[config.mk]
export PLATFORM = sky130hd
export DESIGN_NAME = mfek_core
export DESIGN_NICKNAME = d
export VERILOG_FILES = /design/src/hw/rtl/mfek_pkg.sv /design/src/hw/rtl/mfek_core.sv
export SDC_FILE = /design/constraint.sdc
export NUM_CORES = 1
export LEC_CHECK = 0
export BUFFER_PORTS_ARGS = -buffer_cell sky130_fd_sc_hd__buf_4
export CAP_MARGIN = 5
export CORE_ASPECT_RATIO = 0.8
export CORE_MARGIN = 8
export CORE_UTILIZATION = 40
export DETAILED_ROUTE_END_ITERATION = 12
export GPL_TIMING_DRIVEN = 0
export PLACE_DENSITY = 0.61
export SYNTH_ARGS = -nofsm -noshare
export SYNTH_HDL_FRONTEND = slang
export SYNTH_SLANG_ARGS = --single-unit
[constraint.sdc]
create_clock -name clk -period 3.4 [get_ports clk]
set_input_delay 0.51 -clock clk [delete_from_list [all_inputs] [get_ports clk]]
set_output_delay 0.51 -clock clk [all_outputs]
set_load 0.02 [all_outputs]
[src/hw/rtl/mfek_pkg.sv]
package mfek_pkg;
	localparam int NODE_W = 4;
	localparam int CAPIN_W = 16;
	localparam int FLOW_W = 20;
	localparam int CNT_W = 5;
	localparam logic [FLOW_W-1:0] FLOW_MAX = '1;
	localparam logic [CNT_W-1:0] NODE_COUNT_RST = CNT_W'(16);
	localparam logic MODE_LOAD = 1'b0;
	localparam logic MODE_RUN = 1'b1;

	typedef struct packed {
		logic valid;
		logic [FLOW_W-1:0] flow;
	} mfek_res_t;
endpackage

[src/hw/rtl/mfek_core.sv]
module mfek_core import mfek_pkg::*; #(
	parameter int MAX_NODES = 16,
	parameter int CAP_BITS = 16
) (
	input  logic clk,
	input  logic arst_n,
	input  logic in_acc,
	input  logic in_mode,
	input  logic [NODE_W-1:0] in_from,
	input  logic [NODE_W-1:0] in_to,
	input  logic [CAPIN_W-1:0] in_cap,
	input  logic [NODE_W-1:0] in_src,
	input  logic [NODE_W-1:0] in_dst,
	input  logic [$clog2(MAX_NODES):0] n_use,
	output logic ready,
	output mfek_res_t res,
	input  logic res_take,
	output logic cap_we,
	output logic [$clog2(MAX_NODES*MAX_NODES)-1:0] cap_waddr,
	output logic [CAP_BITS-1:0] cap_wdata,
	output logic [$clog2(MAX_NODES*MAX_NODES)-1:0] cap_raddr,
	input  logic [CAP_BITS-1:0] cap_rdata,
	output logic res_we,
	output logic [$clog2(MAX_NODES*MAX_NODES)-1:0] res_waddr,
	output logic [CAP_BITS:0] res_wdata,
	output logic [$clog2(MAX_NODES*MAX_NODES)-1:0] res_raddr,
	input  logic [CAP_BITS:0] res_rdata
);
	localparam int NW = $clog2(MAX_NODES);
	localparam int CELLS = MAX_NODES * MAX_NODES;
	localparam int AW = $clog2(CELLS);
	localparam int RW = CAP_BITS + 1;
	localparam int SW = ((RW > FLOW_W) ? RW : FLOW_W) + 1;
	localparam logic [AW-1:0] LAST_CELL = AW'(CELLS - 1);

	typedef enum logic [4:0] {
		S_CLR, S_IDLE, S_CPY_RD, S_CPY_WR, S_BFS_INIT, S_POP, S_DEQ,
		S_SCAN_RD, S_SCAN_CHK, S_MIN_P, S_MIN_R, S_MIN_C,
		S_UPD_P, S_UPD_R, S_UPD_F, S_UPD_B, S_ACC, S_DONE
	} state_t;

	state_t state_q;
	logic [AW-1:0] cell_q;
	logic [NW-1:0] src_q, dst_q, u_q, v_q;
	logic [NW:0] head_q, tail_q;
	logic [MAX_NODES-1:0] visited_q;
	logic [RW-1:0] bn_q;
	logic [FLOW_W-1:0] flow_q;
	logic [NW-1:0] queue_mem [MAX_NODES];
	logic [NW-1:0] pred_mem [MAX_NODES];
	logic [NW-1:0] q_rd_q, p_rd_q;
	logic q_we, p_we;
	logic [NW-1:0] q_wa, q_wd;
	logic [SW-1:0] flow_sum;
	logic hit, load_ok, run_bad;

	function automatic logic [AW-1:0] cell_idx(input logic [NW-1:0] r, input logic [NW-1:0] c);
		cell_idx = AW'(32'(r) * MAX_NODES + 32'(c));
	endfunction

	assign ready = (state_q == S_IDLE);
	assign hit = !visited_q[v_q] && (res_rdata != '0);
	assign load_ok = (32'(in_from) < MAX_NODES) && (32'(in_to) < MAX_NODES);
	assign run_bad = (32'(in_src) >= 32'(n_use)) || (32'(in_dst) >= 32'(n_use))
		|| (in_src == in_dst);
	assign flow_sum = SW'(flow_q) + SW'(bn_q);
	assign res.valid = (state_q == S_DONE);
	assign res.flow = flow_q;

	// memory port steering
	always_comb begin
		cap_we = 1'b0;
		cap_waddr = cell_q;
		cap_wdata = '0;
		cap_raddr = cell_q;
		res_we = 1'b0;
		res_waddr = cell_q;
		res_wdata = RW'(cap_rdata);
		res_raddr = cell_idx(u_q, v_q);
		q_we = 1'b0;
		q_wa = NW'(tail_q);
		q_wd = v_q;
		p_we = 1'b0;
		case (state_q)
			S_CLR: begin
				cap_we = 1'b1;
			end
			S_IDLE: begin
				cap_we = in_acc && (in_mode == MODE_LOAD) && load_ok;
				cap_waddr = AW'(32'(in_from) * MAX_NODES + 32'(in_to));
				cap_wdata = CAP_BITS'(in_cap);
			end
			S_CPY_WR: begin
				res_we = 1'b1;
			end
			S_BFS_INIT: begin
				q_we = 1'b1;
				q_wa = '0;
				q_wd = src_q;
			end
			S_SCAN_CHK: begin
				p_we = hit;
				q_we = hit && (v_q != dst_q) && (32'(tail_q) < MAX_NODES);
			end
			S_MIN_R, S_UPD_R: begin
				res_raddr = cell_idx(p_rd_q, v_q);
			end
			S_UPD_F: begin
				res_we = 1'b1;
				res_waddr = cell_idx(u_q, v_q);
				res_wdata = res_rdata - bn_q;
				res_raddr = cell_idx(v_q, u_q);
			end
			S_UPD_B: begin
				res_we = 1'b1;
				res_waddr = cell_idx(v_q, u_q);
				res_wdata = res_rdata + bn_q;
			end
			default: begin
			end
		endcase
	end

	always_ff @(posedge clk) begin
		if (q_we) begin
			queue_mem[q_wa] <= q_wd;
		end
		if (p_we) begin
			pred_mem[v_q] <= u_q;
		end
		q_rd_q <= queue_mem[NW'(head_q)];
		p_rd_q <= pred_mem[v_q];
	end

	always_ff @(posedge clk or negedge arst_n) begin
		if (!arst_n) begin
			state_q <= S_CLR;
			cell_q <= '0;
			src_q <= '0;
			dst_q <= '0;
			u_q <= '0;
			v_q <= '0;
			head_q <= '0;
			tail_q <= '0;
			visited_q <= '0;
			bn_q <= '0;
			flow_q <= '0;
		end else begin
			case (state_q)
				S_CLR: begin
					cell_q <= cell_q + 1'b1;
					if (cell_q == LAST_CELL) begin
						state_q <= S_IDLE;
					end
				end
				S_IDLE: begin
					if (in_acc && (in_mode == MODE_RUN)) begin
						src_q <= NW'(in_src);
						dst_q <= NW'(in_dst);
						flow_q <= '0;
						cell_q <= '0;
						state_q <= run_bad ? S_DONE : S_CPY_RD;
					end
				end
				S_CPY_RD: begin
					state_q <= S_CPY_WR;
				end
				S_CPY_WR: begin
					cell_q <= cell_q + 1'b1;
					state_q <= (cell_q == LAST_CELL) ? S_BFS_INIT : S_CPY_RD;
				end
				S_BFS_INIT: begin
					visited_q <= MAX_NODES'(1) << src_q;
					head_q <= '0;
					tail_q <= (NW+1)'(1);
					state_q <= S_POP;
				end
				S_POP: begin
					state_q <= (head_q < tail_q) ? S_DEQ : S_DONE;
				end
				S_DEQ: begin
					u_q <= q_rd_q;
					head_q <= head_q + 1'b1;
					v_q <= '0;
					state_q <= S_SCAN_RD;
				end
				S_SCAN_RD: begin
					state_q <= S_SCAN_CHK;
				end
				S_SCAN_CHK: begin
					if (hit && (v_q == dst_q)) begin
						bn_q <= '1;
						state_q <= S_MIN_P;
					end else begin
						if (hit) begin
							visited_q[v_q] <= 1'b1;
							if (32'(tail_q) < MAX_NODES) begin
								tail_q <= tail_q + 1'b1;
							end
						end
						if ((NW+1)'(v_q) == n_use - 1'b1) begin
							state_q <= S_POP;
						end else begin
							v_q <= v_q + 1'b1;
							state_q <= S_SCAN_RD;
						end
					end
				end
				// first walk back: bottleneck
				S_MIN_P: begin
					state_q <= S_MIN_R;
				end
				S_MIN_R: begin
					u_q <= p_rd_q;
					state_q <= S_MIN_C;
				end
				S_MIN_C: begin
					if (res_rdata < bn_q) begin
						bn_q <= res_rdata;
					end
					if (u_q == src_q) begin
						v_q <= dst_q;
						state_q <= S_UPD_P;
					end else begin
						v_q <= u_q;
						state_q <= S_MIN_P;
					end
				end
				// second walk back: residual update
				S_UPD_P: begin
					state_q <= S_UPD_R;
				end
				S_UPD_R: begin
					u_q <= p_rd_q;
					state_q <= S_UPD_F;
				end
				S_UPD_F: begin
					state_q <= S_UPD_B;
				end
				S_UPD_B: begin
					if (u_q == src_q) begin
						state_q <= S_ACC;
					end else begin
						v_q <= u_q;
						state_q <= S_UPD_P;
					end
				end
				S_ACC: begin
					flow_q <= (flow_sum > SW'(FLOW_MAX)) ? FLOW_MAX : FLOW_W'(flow_sum);
					state_q <= S_BFS_INIT;
				end
				S_DONE: begin
					if (res_take) begin
						state_q <= S_IDLE;
					end
				end
				default: begin
					state_q <= S_IDLE;
				end
			endcase
		end
	end
endmodule

==> impl_results.md <==
* IO buf count at 163
* Compound-Gate Fraction of Synth Area at 14.4%
* Final Cycle Share at 109%
* Post-DR vias/cell at 5.65
* Layout Nets at 1652
* Critical path type: flop to primary output
* Die Ht at 181 um
* Vias post-DR at 11056
* Final WS setup at -316 ps
* Core Rows at 60
* Hold crit path type: input port to flop
* Antenna Violating Nets Remaining at 0
* Register area share after synthesis at 46.2%
* Die width at 222 um
* Most frequent CP cell: or3_1
* RSZ-0062 raised after global routing: yes
* Crit path time final at 3720 ps
* Final Hold Viols at 0
* Largest area contributor in the netlist: edfxtp_1
* Crit-path cells: ha_1 > or3_1 > nor2_2 > a211oi_4 > o311ai_4 > a31oi_2 > or3_1 > a21oi_2 > buf_6
* Non-filler instance count after layout at 1958
* Synth Area in Adders at 6.86%
* Leakage power at 6.74 nW
* Clock Sinks at 228
* Hold path start: res_take
* Max-cap violations at 0
* Seq cells post-synth at 228
* WHS at 172 ps
* Worst reg2reg path startpoint: v_q[0]$_DFFE_PN0P_
* Die Footprint at 40300 um2
* CP Max Fanout at 4
* Setup TNS at -1350 ps
* Failing checks: setup timing
* Final wirelength at 41000 um
* Share of layout cells above drive strength 1 at 27.1%
* Fillers at 3010
* Drt wl/cell at 20.9 um
* Worst skew pair latency at 540 ps
* Top cell type's share of synthesized area at 28.2%
* Post-synth EDFFs at 128
* Crit-path max cell delay at 430 ps
* Core Region at 33600 um2
* Peak VDD IR at 394 uV
* Worst setup path startpoint: bn_q[5]$_DFFE_PN0P_
* Final setup violation count at 8
* Htree depth at 1
* Yosys cell types at 82
* Syn Inst Count at 1293
* Cell area after synthesis at 13600 um2
* Largest net degree at the start of global routing at 93
* Top FF cell, synth: edfxtp_1
* Pre-CTS setup slack at -419 ps
* # diodes at 0
* Slew @ Worst Pin at 1070 ps
* Highest clock rate at 269 MHz
* Synth warn at 0
* Num CTS Buffers at 26
* Placed cell count at 1892
* Pwr Density at 969 nW/um2
* Fraction of the mapped netlist area in simple logic gates at 15.9%
* Drt first-iter violations at 1210
* Starting density of the core at 40.6%
* Final Core Density at 50.4%
* Avg Cell Area, Syn at 10.6 um2
* FF+latch area at 6310 um2
* CTS tree: yes
* Startpoint Class: flop
* GPL Wtd Cong at 0.899
* Async set-reset flop share out of synthesis at 40.4%
* Area of the multi-input gates at 7220 um2
* CP arrival at 3210 ps
* Syn_nets at 1441
* Setup crit end kind: primary output
* Vias in the first global route at 10705
* DRC violations left at 0
* Slowest stage cell, crit path: or3_1
* Area contributors post-synth: edfxtp_1 (28%), dfrtp_1 (17%), mux4_2 (7.3%), ha_1 (6.4%), nand2_1 (3.9%)
* Root Driver: clkbuf_16
* Crit path required time at 2890 ps
* GRT Residual Overflow at 0
* Largest family of logic cells by synthesized area: simple AND/OR/NAND/NOR gates
* Post-synthesis xor/xnor area fraction at 3.53%
* Number of I/O pins at 164
* Global-route wire length before repair at 63400 um
* Max-slew violations at 0
* Max-slew headroom at 28.0%
* Initial antenna violation count at 0
* Global-route usage over all layers at 19.7%
* Status: finished, violations left
* Post-synthesis mux area share at 9.23%
* Hpwl dp at 30500 um
* Final Skew at 18.6 ps
* CTS Buffer Depth at 3
* DR pass1 iterations at 5
* Area Growth Syn to Fin at 24.2%
* Worst-path clk slew at 60 ps
-- cells in the mapped netlist (4+ instances only) --
master    number
a211oi_1       8
a21o_1        15
a21oi_1       99
a21oi_2       10
a221o_1        9
a221oi_1       4
a31oi_1       11
and2_1        26
and3_1        12
buf_1          8
buf_2          9
buf_4          4
clkbuf_1      49
dfrtp_1       92
dfxtp_1        8
edfxtp_1     128
ha_1          70
inv_1         60
mux2_2        14
mux2i_1       11
mux4_2        44
nand2_1      140
nand2b_1      19
nand3_1       31
nand4_1       13
nor2_1        84
nor2b_1       18
nor3_1        42
nor3_2        11
nor4_1        11
o21a_1         8
o21ai_0       74
o21bai_1       4
o311ai_0       4
o31a_1         6
o31ai_1        6
or3_1          8
xnor2_1       27
xor2_1        28
-- metrics by stage --
step                total power [W]  area, um2
detailed placement           0.0127      15400
finish                       0.0164      16900
global route                 0.0174      16900
CTS                          0.0160      16600
floorplan                   0.00998      13600
global placement             0.0126      15400
-- power by group --
part | total, W | internal (W) | leakage [nW] | switching [W]
Clock | 0.00287 | 0.00170 | 0.420 | 0.00116
Combinational | 0.00910 | 0.00375 | 3.94 | 0.00535
Sequential | 0.00445 | 0.00377 | 2.38 | 0.000677
Total | 0.0164 | 0.00923 | 6.74 | 0.00720
-- cell usage in the layout (no fill, tap or decap), types with 9 or more instances in the layout --
cell type  count
buf_4        186
nand2_1      140
edfxtp_1     128
a21oi_1       95
dfrtp_1       87
nor2_1        82
o21ai_0       64
ha_1          61
inv_1         55
mux4_2        44
clkbuf_1      39
nor3_1        35
nand3_1       31
xor2_1        28
xnor2_1       26
clkbuf_16     26
and2_1        25
nand2b_1      19
nor3_2        16
nor2b_1       16
mux2_2        14
a21o_1        14
a21oi_2       13
nand4_1       13
and3_1        12
mux2i_1       11
o21ai_1       11
nor4_1        11
buf_2          9
a221o_1        9
-- worst max-delay path: cells and delay by family (launching register included) --
| family | cells | cell delay, ps |
|---|---|---|
| DFF | 1 | 420 |
| AOI/OAI and AO/OA | 4 | 840 |
| buffers and inverters | 1 | 150 |
| and+or+nand+nor | 3 | 970 |
| adders and majority gates | 1 | 270 |
-- metal layers --
layer	vias to the layer above	part of all wire, %	GRT usage [%]	wire length, um
li1	5195	-	-	-
met1	5309	48	29.8	19600
met2	504	41	28.0	16900
met3	48	9.2	4.73	3750
met4	0	1.8	4.10	756
met5	-	0	0	0
-- state kept, by name, indices dropped and copies added, names as in the netlist, 5 cells and up --
signal     count
flow_q        20
tail_q         5
pred_mem      64
bn_q          17
queue_mem     64
visited_q     16
state_q        5
head_q         5
cap_raddr      8
-- logic make-up (layout without fill, tap and decap cells) --
family	after synthesis	after routing
flops	228	228
xor+xnor	55	55
compound gates	303	303
fa+ha+maj	73	73
simple gates	433	433
mux	69	69
buf+inv	132	363
-- worst paths after layout --
check | endpoint | slack [ps] | depth (start not counted)
setup / recovery | res_wdata[16] | -320 | 9
hold / removal | state_q[4]$_DFFE_PN0P_ | 170 | 2
setup reg to reg | queue_mem[0][2]$_DFFE_PP_ | 180 | 7
hold reg to reg | u_q[3]$_DFFE_PN0P_ | 470 | 1
max in group asynchronous | head_q[4]$_DFFE_PN0P_ | 2170 | 3
min in group asynchronous | flow_q[4]$_DFFE_PN0P_ | 510 | 2
-- what timing repair did --
item,4_1_cts,5_1_grt
setup endpoints to repair,42,58
hold buffers,0,1
resized for setup,56,62
pin swaps,25,23
hold endpoints to repair,0,2
setup buffers,14,6
-- layout make-up --
class	count	share of cell area, %
plain buffers	67	1.83
clock buffers	32	4.15
clock inverters	16	1.06
inverters	61	1.37
multi-input cells	933	42.6
flip-flops and latches	228	37.3
well taps	434	3.21
repair buffers	187	8.49
Note: power is estimated with default switching activity, not from simulation.
